$ cat config.mk
export PLATFORM = sky130hd
export DESIGN_NAME = nmul_mac
export DESIGN_NICKNAME = d
export VERILOG_FILES = /design/src/nmul_pkg.sv /design/src/nmul_mac.sv
export SDC_FILE = /design/constraint.sdc
export NUM_CORES = 1
export LEC_CHECK = 0
export BUFFER_PORTS_ARGS = -buffer_cell sky130_fd_sc_hd__buf_4
export CAP_MARGIN = 25
export CORE_MARGIN = 5
export CORE_UTILIZATION = 30
export CTS_CLUSTER_SIZE = 14
export DETAILED_ROUTE_END_ITERATION = 10
export GPL_ROUTABILITY_DRIVEN = 1
export PLACE_DENSITY_LB_ADDON = 0.3
export SLEW_MARGIN = 10
export SYNTH_ARGS = -nofsm -noshare
export SYNTH_HDL_FRONTEND = slang
export SYNTH_SLANG_ARGS = --single-unit
$ cat constraint.sdc
create_clock -name clk -period 7.65 [get_ports clk]
set_clock_uncertainty 0.2 [all_clocks]
set_input_delay 1.53 -clock clk [delete_from_list [all_inputs] [get_ports clk]]
set_output_delay 1.53 -clock clk [all_outputs]
set_load 0.03 [all_outputs]
$ cat src/nmul_pkg.sv
`default_nettype none
package nmul_pkg;

  // Number of coefficients per polynomial; must be a power of two
  localparam int POLY_DEGREE = 256;
  localparam int IDX_W       = $clog2(POLY_DEGREE);
  localparam int CNT_W       = IDX_W + 1;

  localparam int COEFF_W = 16;
  localparam int PROD_W  = 2 * COEFF_W;
  localparam int ACC_W   = 48;
  localparam int Q_W     = 14;
  localparam int DQ_W    = Q_W + 1;
  localparam int RES_W   = 15;

  typedef struct packed {
    logic                      func;
    logic signed [COEFF_W-1:0] a_coeff;
    logic signed [COEFF_W-1:0] b_coeff;
  } in_item_t;

  typedef struct packed {
    logic signed [RES_W-1:0] coeff;
    logic                    last;
    logic                    not_ready;
  } out_item_t;

  // Tag riding alongside one multiply-accumulate term
  typedef struct packed {
    logic             valid;
    logic             neg;    // term wraps past x^N, subtract
    logic             first;  // first term of an output coefficient
    logic             last;   // final term, write the sum back
    logic [IDX_W-1:0] addr;   // output coefficient index
  } mac_tag_t;

endpackage
`default_nettype wire

$ cat src/nmul_mac.sv
`default_nettype none
module nmul_mac
  import nmul_pkg::*;
(
  input  wire logic                      clk,
  input  wire logic                      rst_n,
  input  wire mac_tag_t                  tag_i,
  input  wire logic signed [COEFF_W-1:0] a_i,
  input  wire logic signed [COEFF_W-1:0] b_i,
  output logic                           wr_en_o,
  output logic [IDX_W-1:0]               wr_addr_o,
  output logic signed [ACC_W-1:0]        wr_data_o,
  output logic                           busy_o
);

  mac_tag_t                 tag_r;
  logic signed [PROD_W-1:0] prod_r;
  logic signed [PROD_W-1:0] prod_nxt;
  logic signed [ACC_W-1:0]  acc_r;
  logic signed [ACC_W-1:0]  acc_nxt;
  logic signed [ACC_W-1:0]  acc_base;
  logic signed [ACC_W-1:0]  prod_ext;

  assign prod_nxt = PROD_W'(a_i) * PROD_W'(b_i);
  assign prod_ext = ACC_W'(prod_r);
  assign acc_base = tag_r.first ? '0 : acc_r;
  assign acc_nxt  = tag_r.neg ? (acc_base - prod_ext) : (acc_base + prod_ext);

  always_ff @(posedge clk) begin
    if (!rst_n) begin
      tag_r <= '0;
    end else begin
      tag_r <= tag_i;
    end
  end

  always_ff @(posedge clk) begin
    prod_r <= prod_nxt;
    if (tag_r.valid) begin
      acc_r <= acc_nxt;
    end
  end

  assign wr_en_o   = tag_r.valid & tag_r.last;
  assign wr_addr_o = tag_r.addr;
  assign wr_data_o = acc_nxt;
  assign busy_o    = tag_r.valid;

endmodule
`default_nettype wire

==> impl_metrics.py <==
metrics = {
    "cells_and_area": {
        "n_antenna_cell": 0,
        "final_common_cell": "inv_1",
        "drive_gt1_frac": 0.0995,
        "layout_common_cells": "inv_1, fa_1, nand2_1",
        "fin_area_um2": 17900,
        "n_fill_cell": 5363,
        "area_growth_pct": 12.8,
        "nets": 2253,
    },
    "clock_tree": {
        "cts_resized": 0,
        "cts.clk_slew.worst_paths_ps": 70,
        "root_buffer": "clkbuf_16",
        "clock-sinks": 92,
        "cts_made_buffers": 9,
        "cts_hold_buf": 0,
        "cts_setup_buffers": 0,
        "clock_tree.buffer_depth": 2,
        "htreeDepth": 3,
        "clkLatencyLatePin_ps": 380,
        "cts_tree": "built",
    },
    "status": {
        "status": "finished, final reports clean",
    },
    "logic_synthesis": {
        "syn-mean-instance-area_um2": 9.24,
        "ys_async_sr_fraction": 0,
        "yosysUniqueCellTypes": 62,
        "synth_fa_ha_area_frac": 0.434,
        "synth_top_family_by_area": "adder cells",
        "synth_nets": 2156,
        "muxShareOfSynthArea": 0.00647,
        "synth_xor_area_frac": 0.0596,
        "ys_ff_latch": 92,
        "synth-compound-area-share": 0.0997,
        "synth_area_um2": 15900,
        "yosys.area_share.simple": 0.162,
        "synthCells": 1717,
        "synthFlopType": "edfxtp_1",
        "ys_seq_area_frac": 0.146,
        "yosysWarningCount": 0,
        "synth_edf_count": 48,
    },
    "sta": {
        "hold_slack_ps": 528,
        "slew_headroom": 0.377,
        "setup_violations": 0,
        "fmax_mhz": 139,
        "rsz0062_at_grt": "false",
        "min_period_over_period": 0.940,
        "fin_tns_setup_ps": 0,
        "maxSlewViolCount": 0,
        "tightest_slew_ps": 933,
        "finalHoldViolations": 0,
        "min_period_ps": 7190,
    },
    "floorplan": {
        "initial_core_util": 0.303,
        "die_h_um": 240,
        "pin_count": 104,
        "die_x_um": 240,
        "die-area_um2": 57600,
        "rows": 84,
        "core_um2": 52400,
    },
    "grt": {
        "grt_pass1_vias": 12406,
        "antenna_found_initial": 0,
        "grt_pass1_wl_um": 64600,
        "overflow": 0,
        "grt.total_usage": 0.137,
        "grt_max_degree": 50,
    },
    "worst_setup_path": {
        "critPathLaunchType": "input port",
        "timing.rr.start": "prod_r[10]",
        "arrival_ps": 7290,
        "crit_path_end_kind": "register",
        "cp_max_fo": 14,
        "crit_chain": "buf_4 -> buf_4 -> and2_1 -> fa_1 -> inv_1 -> fa_1 -> fa_1 -> inv_1 -> fa_1 -> fa_1 -> inv_1 -> fa_1 -> inv_1 -> ha_1 -> a211oi_1 -> inv_1 -> o41a_1 -> o211a_1 -> o41ai_2 -> o21bai_1 -> a21oi_1 -> xnor2_1",
        "cp_num_buf_inv": 7,
        "required_ps": 7750,
        "worst_path_max_delay_cell": "fa_1",
        "reg2reg_slack_ps": 2430,
        "cpMostUsedCell": "fa_1",
        "reg2regPathDepth": 17,
        "cpPeakStageDelay_ps": 540,
        "r2r-end": "acc_r[47]",
        "crit_family": "adder cells",
        "crit_type": "input port to register",
    },
    "worst_hold_path": {
        "holdCritStartpoint": "prod_r[0]",
        "worstHoldPathCells": 2,
        "min_path_type": "register to register",
        "holdPathEnd": "acc_r[0]",
    },
    "route": {
        "drt-total-wl_um": 38500,
        "dr.first_iter.drc_count": 513,
        "via_count": 11516,
        "wl_per_cell_um": 15.4,
        "ant_nets": 0,
        "viasPerCell": 4.59,
        "drt-pass1-iter-count": 5,
        "drcViolationCount": 0,
    },
    "placement": {
        "io_buffers": 103,
        "gp_congestion": 0.911,
        "dpl.hpwl_um": 32800,
        "dpl_cell_area_um2": 17600,
    },
    "run": {
        "drv_cap": 0,
    },
}
[how the worst max path moves through the flow]
stage / endpoint / depth (start not counted) / from
2_1_floorplan: prod_r[31] / 24 / a_i[15]
3_5_place_dp: prod_r[31] / 22 / b_i[10]
3_3_place_gp: prod_r[31] / 22 / a_i[14]
5_1_grt: prod_r[31] / 23 / a_i[13]
6_report: prod_r[30] / 22 / b_i[4]
4_1_cts: prod_r[30] / 22 / b_i[4]
[synthesized netlist by cell type (3+ instances only)]
cell type / number / area [um^2]
xor2_1: 18 / 158
and4_1: 4 / 35.0
edfxtp_1: 48 / 1440
clkbuf_1: 56 / 210
nand3_1: 13 / 65.1
and2_1: 141 / 882
or3_1: 6 / 37.5
and3_1: 9 / 56.3
a31oi_1: 9 / 56.3
nor2b_1: 55 / 344
nand4_1: 7 / 43.8
nand2b_1: 14 / 87.6
a31o_2: 3 / 26.3
o41ai_1: 3 / 26.3
buf_4: 8 / 60.1
nor3_1: 16 / 80.1
a211oi_1: 9 / 67.6
o21a_1: 7 / 52.6
nand2_1: 153 / 574
ha_1: 130 / 1630
a211o_1: 4 / 35.0
a21o_1: 41 / 308
inv_1: 313 / 1170
o21bai_1: 9 / 67.6
a21oi_1: 89 / 445
dfxtp_1: 44 / 881
nor2_1: 62 / 233
a311oi_1: 3 / 26.3
fa_1: 263 / 5270
xnor2_1: 90 / 788
mux2i_1: 8 / 80.1
a221oi_1: 3 / 26.3
o211ai_1: 5 / 37.5
o21ai_0: 33 / 165
[worst register-to-register path, stage by stage (launching register included)]
cell      delay [ps]
dfxtp_1          340
or4_4            580
nor4_4           220
and4b_4          310
nand2_2           80
nor4_4           260
a21oi_2          250
mux2i_1          200
ha_1             340
a21o_1           210
a21o_1           170
a21o_1           180
a221oi_1         410
o21ai_0          160
a31oi_1          420
nor2_1           130
o31ai_1          340
xnor2_1          150
[cell type report]
type / instances / area, um^2 / share of cell area
multi-input combinational: 1246 / 12100 / 0.676
inverter: 313 / 1170 / 0.0657
clock buffer: 10 / 239 / 0.0134
sequential: 92 / 2320 / 0.130
timing repair buffer: 152 / 1140 / 0.0638
tap: 688 / 861 / 0.0481
clock inverter: 6 / 62.6 / 0.00350
[per-stage QoR]
step,setup slack (ps),utilization,instances
3_5_place_dp,36.8,0.335,2491
3_3_place_gp,51.5,0.335,2491
6_report,461,0.341,2507
5_1_grt,43.2,0.341,2507
2_1_floorplan,229,-,1717
4_1_cts,451,0.341,2507
[cells by family after synthesis]
logic type | Yosys count
mux | 9
simple gates | 492
compound gates | 244
flops | 92
fa+ha+maj | 393
xor+xnor | 108
buf+inv | 379
[flip-flops by register name (all words and copies together) (netlist names)]
name,cells
acc_r,48
busy_o,1
prod_r,32
tag_r,3
wr_addr_o,8
[metal layers]
layer  part of all wire  track usage  up-vias
li1                   -            -     5605
met1               0.50        0.200     5609
met2               0.44        0.216      261
met3              0.049       0.0224       41
met4              0.015       0.0292        0
met5                  0            0        -
Power is left out: the tool's default activity adds up to more than one toggle a clock period on the data nets, which glitch-free logic cannot reach.
