===== config.mk =====
export PLATFORM = sky130hd
export DESIGN_NAME = nmul_reduce
export DESIGN_NICKNAME = d
export VERILOG_FILES = /design/src/nmul_pkg.sv /design/src/nmul_reduce.sv
export SDC_FILE = /design/constraint.sdc
export NUM_CORES = 1
export LEC_CHECK = 0
export ABC_AREA = 1
export BUFFER_PORTS_ARGS = -buffer_cell sky130_fd_sc_hd__buf_2
export CORE_ASPECT_RATIO = 0.9
export CORE_UTILIZATION = 39
export CTS_CLUSTER_DIAMETER = 150
export DETAILED_ROUTE_END_ITERATION = 10
export GPL_TIMING_DRIVEN = 0
export PLACE_DENSITY = 0.54
export SETUP_SLACK_MARGIN = 0.05
export SYNTH_ARGS = -nofsm -noshare
export SYNTH_HDL_FRONTEND = slang
export SYNTH_SLANG_ARGS = --single-unit

===== constraint.sdc =====
create_clock -name clk -period 14.6 [get_ports clk]
set_input_delay 0.73 -clock clk [delete_from_list [all_inputs] [get_ports clk]]
set_output_delay 0.73 -clock clk [all_outputs]
set_load 0.005 [all_outputs]

===== src/nmul_pkg.sv =====
`default_nettype none
package nmul_pkg;

  // Number of coefficients per polynomial; must be a power of two
  localparam int POLY_DEGREE = 256;
  localparam int IDX_W       = $clog2(POLY_DEGREE);
  localparam int CNT_W       = IDX_W + 1;

  localparam int COEFF_W = 16;
  localparam int PROD_W  = 2 * COEFF_W;
  localparam int ACC_W   = 48;
  localparam int Q_W     = 14;
  localparam int DQ_W    = Q_W + 1;
  localparam int RES_W   = 15;

  typedef struct packed {
    logic                      func;
    logic signed [COEFF_W-1:0] a_coeff;
    logic signed [COEFF_W-1:0] b_coeff;
  } in_item_t;

  typedef struct packed {
    logic signed [RES_W-1:0] coeff;
    logic                    last;
    logic                    not_ready;
  } out_item_t;

  // Tag riding alongside one multiply-accumulate term
  typedef struct packed {
    logic             valid;
    logic             neg;    // term wraps past x^N, subtract
    logic             first;  // first term of an output coefficient
    logic             last;   // final term, write the sum back
    logic [IDX_W-1:0] addr;   // output coefficient index
  } mac_tag_t;

endpackage
`default_nettype wire


===== src/nmul_reduce.sv =====
`default_nettype none
module nmul_reduce
  import nmul_pkg::*;
(
  input  wire logic                    clk,
  input  wire logic                    rst_n,
  input  wire logic                    start_i,
  input  wire logic signed [ACC_W-1:0] val_i,
  input  wire logic [Q_W-1:0]          q_i,
  output logic                         done_o,
  output logic signed [RES_W-1:0]      res_o
);

  localparam int BIT_CNT_W = $clog2(ACC_W + 1);

  logic [ACC_W-1:0]     mag_r;
  logic [DQ_W:0]        rem_r;
  logic [DQ_W:0]        dq_r;
  logic [Q_W-1:0]       q_r;
  logic                 neg_r;
  logic                 busy_r;
  logic [BIT_CNT_W-1:0] cnt_r;
  logic                 done_r;
  logic signed [RES_W-1:0] res_r;

  logic [DQ_W:0]   rem_sh;
  logic [DQ_W:0]   rem_nxt;
  logic signed [DQ_W+1:0] pos_val;
  logic signed [DQ_W+1:0] cen_val;

  // Restoring remainder, one dividend bit per cycle
  assign rem_sh  = {rem_r[DQ_W-1:0], mag_r[ACC_W-1]};
  assign rem_nxt = (rem_sh >= dq_r) ? (rem_sh - dq_r) : rem_sh;

  always_comb begin
    pos_val = (neg_r && (rem_nxt != '0)) ? $signed({1'b0, dq_r - rem_nxt})
                                         : $signed({1'b0, rem_nxt});
    cen_val = (pos_val > $signed({3'b000, q_r})) ? (pos_val - $signed({1'b0, dq_r}))
                                                 : pos_val;
  end

  always_ff @(posedge clk) begin
    if (!rst_n) begin
      busy_r <= 1'b0;
      done_r <= 1'b0;
      cnt_r  <= '0;
    end else begin
      done_r <= 1'b0;
      if (start_i) begin
        busy_r <= 1'b1;
        cnt_r  <= '0;
      end else if (busy_r) begin
        cnt_r <= cnt_r + 1'b1;
        if (cnt_r == BIT_CNT_W'(ACC_W - 1)) begin
          busy_r <= 1'b0;
          done_r <= 1'b1;
        end
      end
    end
  end

  always_ff @(posedge clk) begin
    if (start_i) begin
      mag_r <= val_i[ACC_W-1] ? (-val_i) : val_i;
      neg_r <= val_i[ACC_W-1];
      rem_r <= '0;
      q_r   <= q_i;
      dq_r  <= {1'b0, q_i, 1'b0};
    end else if (busy_r) begin
      mag_r <= {mag_r[ACC_W-2:0], 1'b0};
      rem_r <= rem_nxt;
      if (cnt_r == BIT_CNT_W'(ACC_W - 1)) begin
        res_r <= (q_r == '0) ? '0 : RES_W'(cen_val);
      end
    end
  end

  assign done_o = done_r;
  assign res_o  = res_r;

endmodule
`default_nettype wire


==> impl_metrics.py <==
metrics = {
    "synthesis": {
        "synth_edf_count": 78,
        "yosysTopAreaCell": "edfxtp_1",
        "ys_seq_elements": 101,
        "netlist.area_leader.share": 0.281,
        "syn_area_sq_um": 8330,
        "yosysMostFrequentCell": "nand2_1",
        "synth.avg_cell_area_sq_um": 7.14,
        "synthDistinctLibCells": 48,
        "yosys-top-cells-area": "edfxtp_1 (28%), nand2_1 (14%), ha_1 (8.0%), inv_1 (6.8%), dfxtp_1 (5.5%)",
        "syn_nets": 1287,
        "async_reset_ff_frac": 0,
        "synthCells": 1167,
        "synthFlopType": "edfxtp_1",
        "yosysWarningCount": 0,
        "synthTopCellsByCount": "nand2_1 (315), inv_1 (152), nor2_1 (121), nand3_1 (82), o21ai_0 (81)",
        "ys_seq_area_frac": 0.336,
    },
    "worst_setup_path": {
        "cp_top_family": "compound AO/OA/AOI/OAI gates",
        "critPathLaunchType": "flip-flop",
        "critPathRequiredTime_ns": 14.71,
        "worstSetupPathType": "flip-flop to flip-flop",
        "r2r_start": "q_r[2]",
        "crit_slowest_cell": "edfxtp_1",
        "worstPathMaxFanout": 10,
        "slowest_delay_ns": 0.43,
        "worstPathArrival_ns": 5.92,
        "critPathMostFrequentCell": "nand2_1",
        "cp-end-kind": "flip-flop",
        "startpoint": "q_r[2]",
        "path_buf_inv": 4,
    },
    "clock_network": {
        "cts_buffer_depth": 2,
        "cts_tree": "built",
        "postCtsSetupBuffers": 0,
        "cts_num_sinks": 101,
        "clk_pin_slew_ns": 0.07,
        "htree_levels": 3,
        "cts_hold_buf": 0,
        "root_buffer": "clkbuf_16",
        "cts-buffers-inserted": 9,
        "clk_latency_ns": 0.35,
        "cts_resized": 0,
    },
    "die": {
        "pin_count": 81,
        "die_y_um": 141,
        "start_util": 0.399,
        "dieArea_sq_um": 21900,
        "fp-row-count": 50,
        "core_sq_um": 20900,
        "fp.dieW_um": 156,
    },
    "timing": {
        "period_share": 0.397,
        "slew_viol_final": 0,
        "slew_headroom": 0.421,
        "worstMarginPinSlew_ns": 0.860,
        "hold_violations": 0,
        "finClkSkew_ns": 0.00879,
        "fin_crit_ns": 5.80,
        "rsz0062_at_grt": "no",
        "fmax_mhz": 172,
        "fin_setup_tns_ns": 0,
        "setup_viol": 0,
    },
    "place": {
        "routabilityCongestion": 0.883,
        "placed_cells": 1533,
        "dp_hpwl_mm": 18.7,
        "io_buffers": 80,
    },
    "finish": {
        "drive_gt1_frac": 0.120,
        "area_growth_pct": 12.8,
        "layoutNonFillerInstCount": 1551,
        "nFillCells": 2219,
        "nets": 1378,
    },
    "run": {
        "maxCapViolCount": 0,
    },
    "route": {
        "wirelength_mm": 23.1,
        "drc": 0,
        "drt-initial-drc-count": 450,
        "via_per_inst": 4.94,
        "ant_nets": 0,
        "drt_first_pass_iters": 5,
        "drt-wirelength-per-cell_um": 14.9,
        "via_count": 7656,
    },
    "grt": {
        "grt_max_degree": 58,
        "grt_pass1_wl_mm": 37.4,
        "grt_pass1_vias": 7269,
        "antenna_found_initial": 3,
        "grt_overflow": 0,
        "gr-usage-all-layers": 0.219,
    },
    "power_and_ir_drop": {
        "p_leak_nw": 4.37,
        "power_density_nw_per_um2": 87.5,
        "ir_drop_v": 0.0000679,
        "p_total_mw": 0.823,
    },
    "hold_path": {
        "hp-start": "cnt_r[3]",
        "hp-class": "flip-flop to flip-flop",
    },
    "status": {
        "outcome": "complete, no violations",
    },
}
==> cells by family (layout without fill, tap and decap cells) <==
kind of cell,count (synthesis),in the layout,share of synthesized area
muxes,1,1,0.00120
other,0,2,0
DFF,101,101,0.336
buffers and inverters,185,281,0.0873
adders and majority gates,55,55,0.0844
xor gates and xnor gates,65,65,0.0683
and+or+nand+nor,594,594,0.311
AOI/OAI and AO/OA,166,166,0.111
==> per-stage QoR <==
| stage | worst slack (ns) | hold slack (ns) | cell area (sq um) | util |
|---|---|---|---|---|
| final | 8.80 | 0.479 | 9400 | 0.450 |
| after global routing | 8.21 | 0.515 | 9390 | 0.450 |
| after CTS | 8.86 | 0.481 | 9390 | 0.449 |
| after detailed placement | 8.88 | 0.469 | 9090 | 0.435 |
| after global placement | 8.87 | 0.460 | 9090 | 0.435 |
| after floorplan | 10.01 | 0.443 | 8330 | - |
==> worst paths after layout <==
kind / endpoint / slack, ns / cells after the start
setup / recovery: res_o[12] / 8.80 / 33
hold reg to reg: cnt_r[3] / 0.48 / 1
hold / removal: cnt_r[3] / 0.48 / 1
setup reg to reg: res_o[12] / 8.80 / 33
==> worst register-to-register path, delay by kind of cell, from the launching register on <==
family                   cells  cell delay [ns]
adder cells (fa/ha/maj)      2             0.78
AND/OR/NAND/NOR             17             1.62
AO/OA/AOI/OAI                9             1.80
buffers and inverters        4             0.80
flip-flops                   1             0.43
XOR/XNOR                     1             0.16
==> flip-flops by register name (all words and copies together), names as in the netlist <==
register,count
busy_r,1
cnt_r,6
done_o,1
mag_r,48
neg_r,1
q_r,14
rem_r,15
res_o,15
==> power by group <==
part           total (mW)  internal (mW)  switching (mW)
logic               0.227         0.0809           0.146
registers           0.347          0.338         0.00840
clock network       0.249          0.135           0.114
==> cell type report <==
cell class              count  area [sq um]  area share
inverters                 158           593      0.0631
plain buffers              27           138      0.0146
well taps                 286           358      0.0381
flip-flops and latches    101          2800       0.298
clock buffers              10           229      0.0244
multi-input cells         881          4800       0.511
repair buffers             80           400      0.0426
clock inverters             6          70.1     0.00746
diodes                      2          5.00    0.000533
==> metal layers <==
layer	GRT usage	part of all wire	vias to the layer above
met5	0	0.0013	-
met3	0.0430	0.053	27
li1	-	-	4028
met1	0.301	0.48	3414
met4	0.0521	0.016	4
met2	0.354	0.44	183
==> layout by cell type, fill, tap and decap left out, types with 2 or more instances in the layout <==
cell type and instances:
o22ai_1 13, nand2_4 2, nor2_2 5, dfxtp_1 23, nand4_1 9, o21bai_1 5
fa_1 2, nor2_1 120, a31oi_1 4, o31ai_1 3, buf_4 2, nor2_4 2
clkinv_1 2, a41oi_1 2, xor2_1 41, xnor2_1 24, buf_6 3, buf_2 82
or2_2 3, nor4_1 10, a21boi_0 2, a21oi_1 44, o21ai_0 81, nand3_2 12
nand2_1 315, inv_1 152, nand2_2 12, nand3b_1 3, nand3_1 82, nor3_1 14
inv_2 5, clkbuf_16 9, a21oi_2 5, edfxtp_1 78, diode_2 2, ha_1 53
clkbuf_1 20
Power figures use the tool's default switching activity.
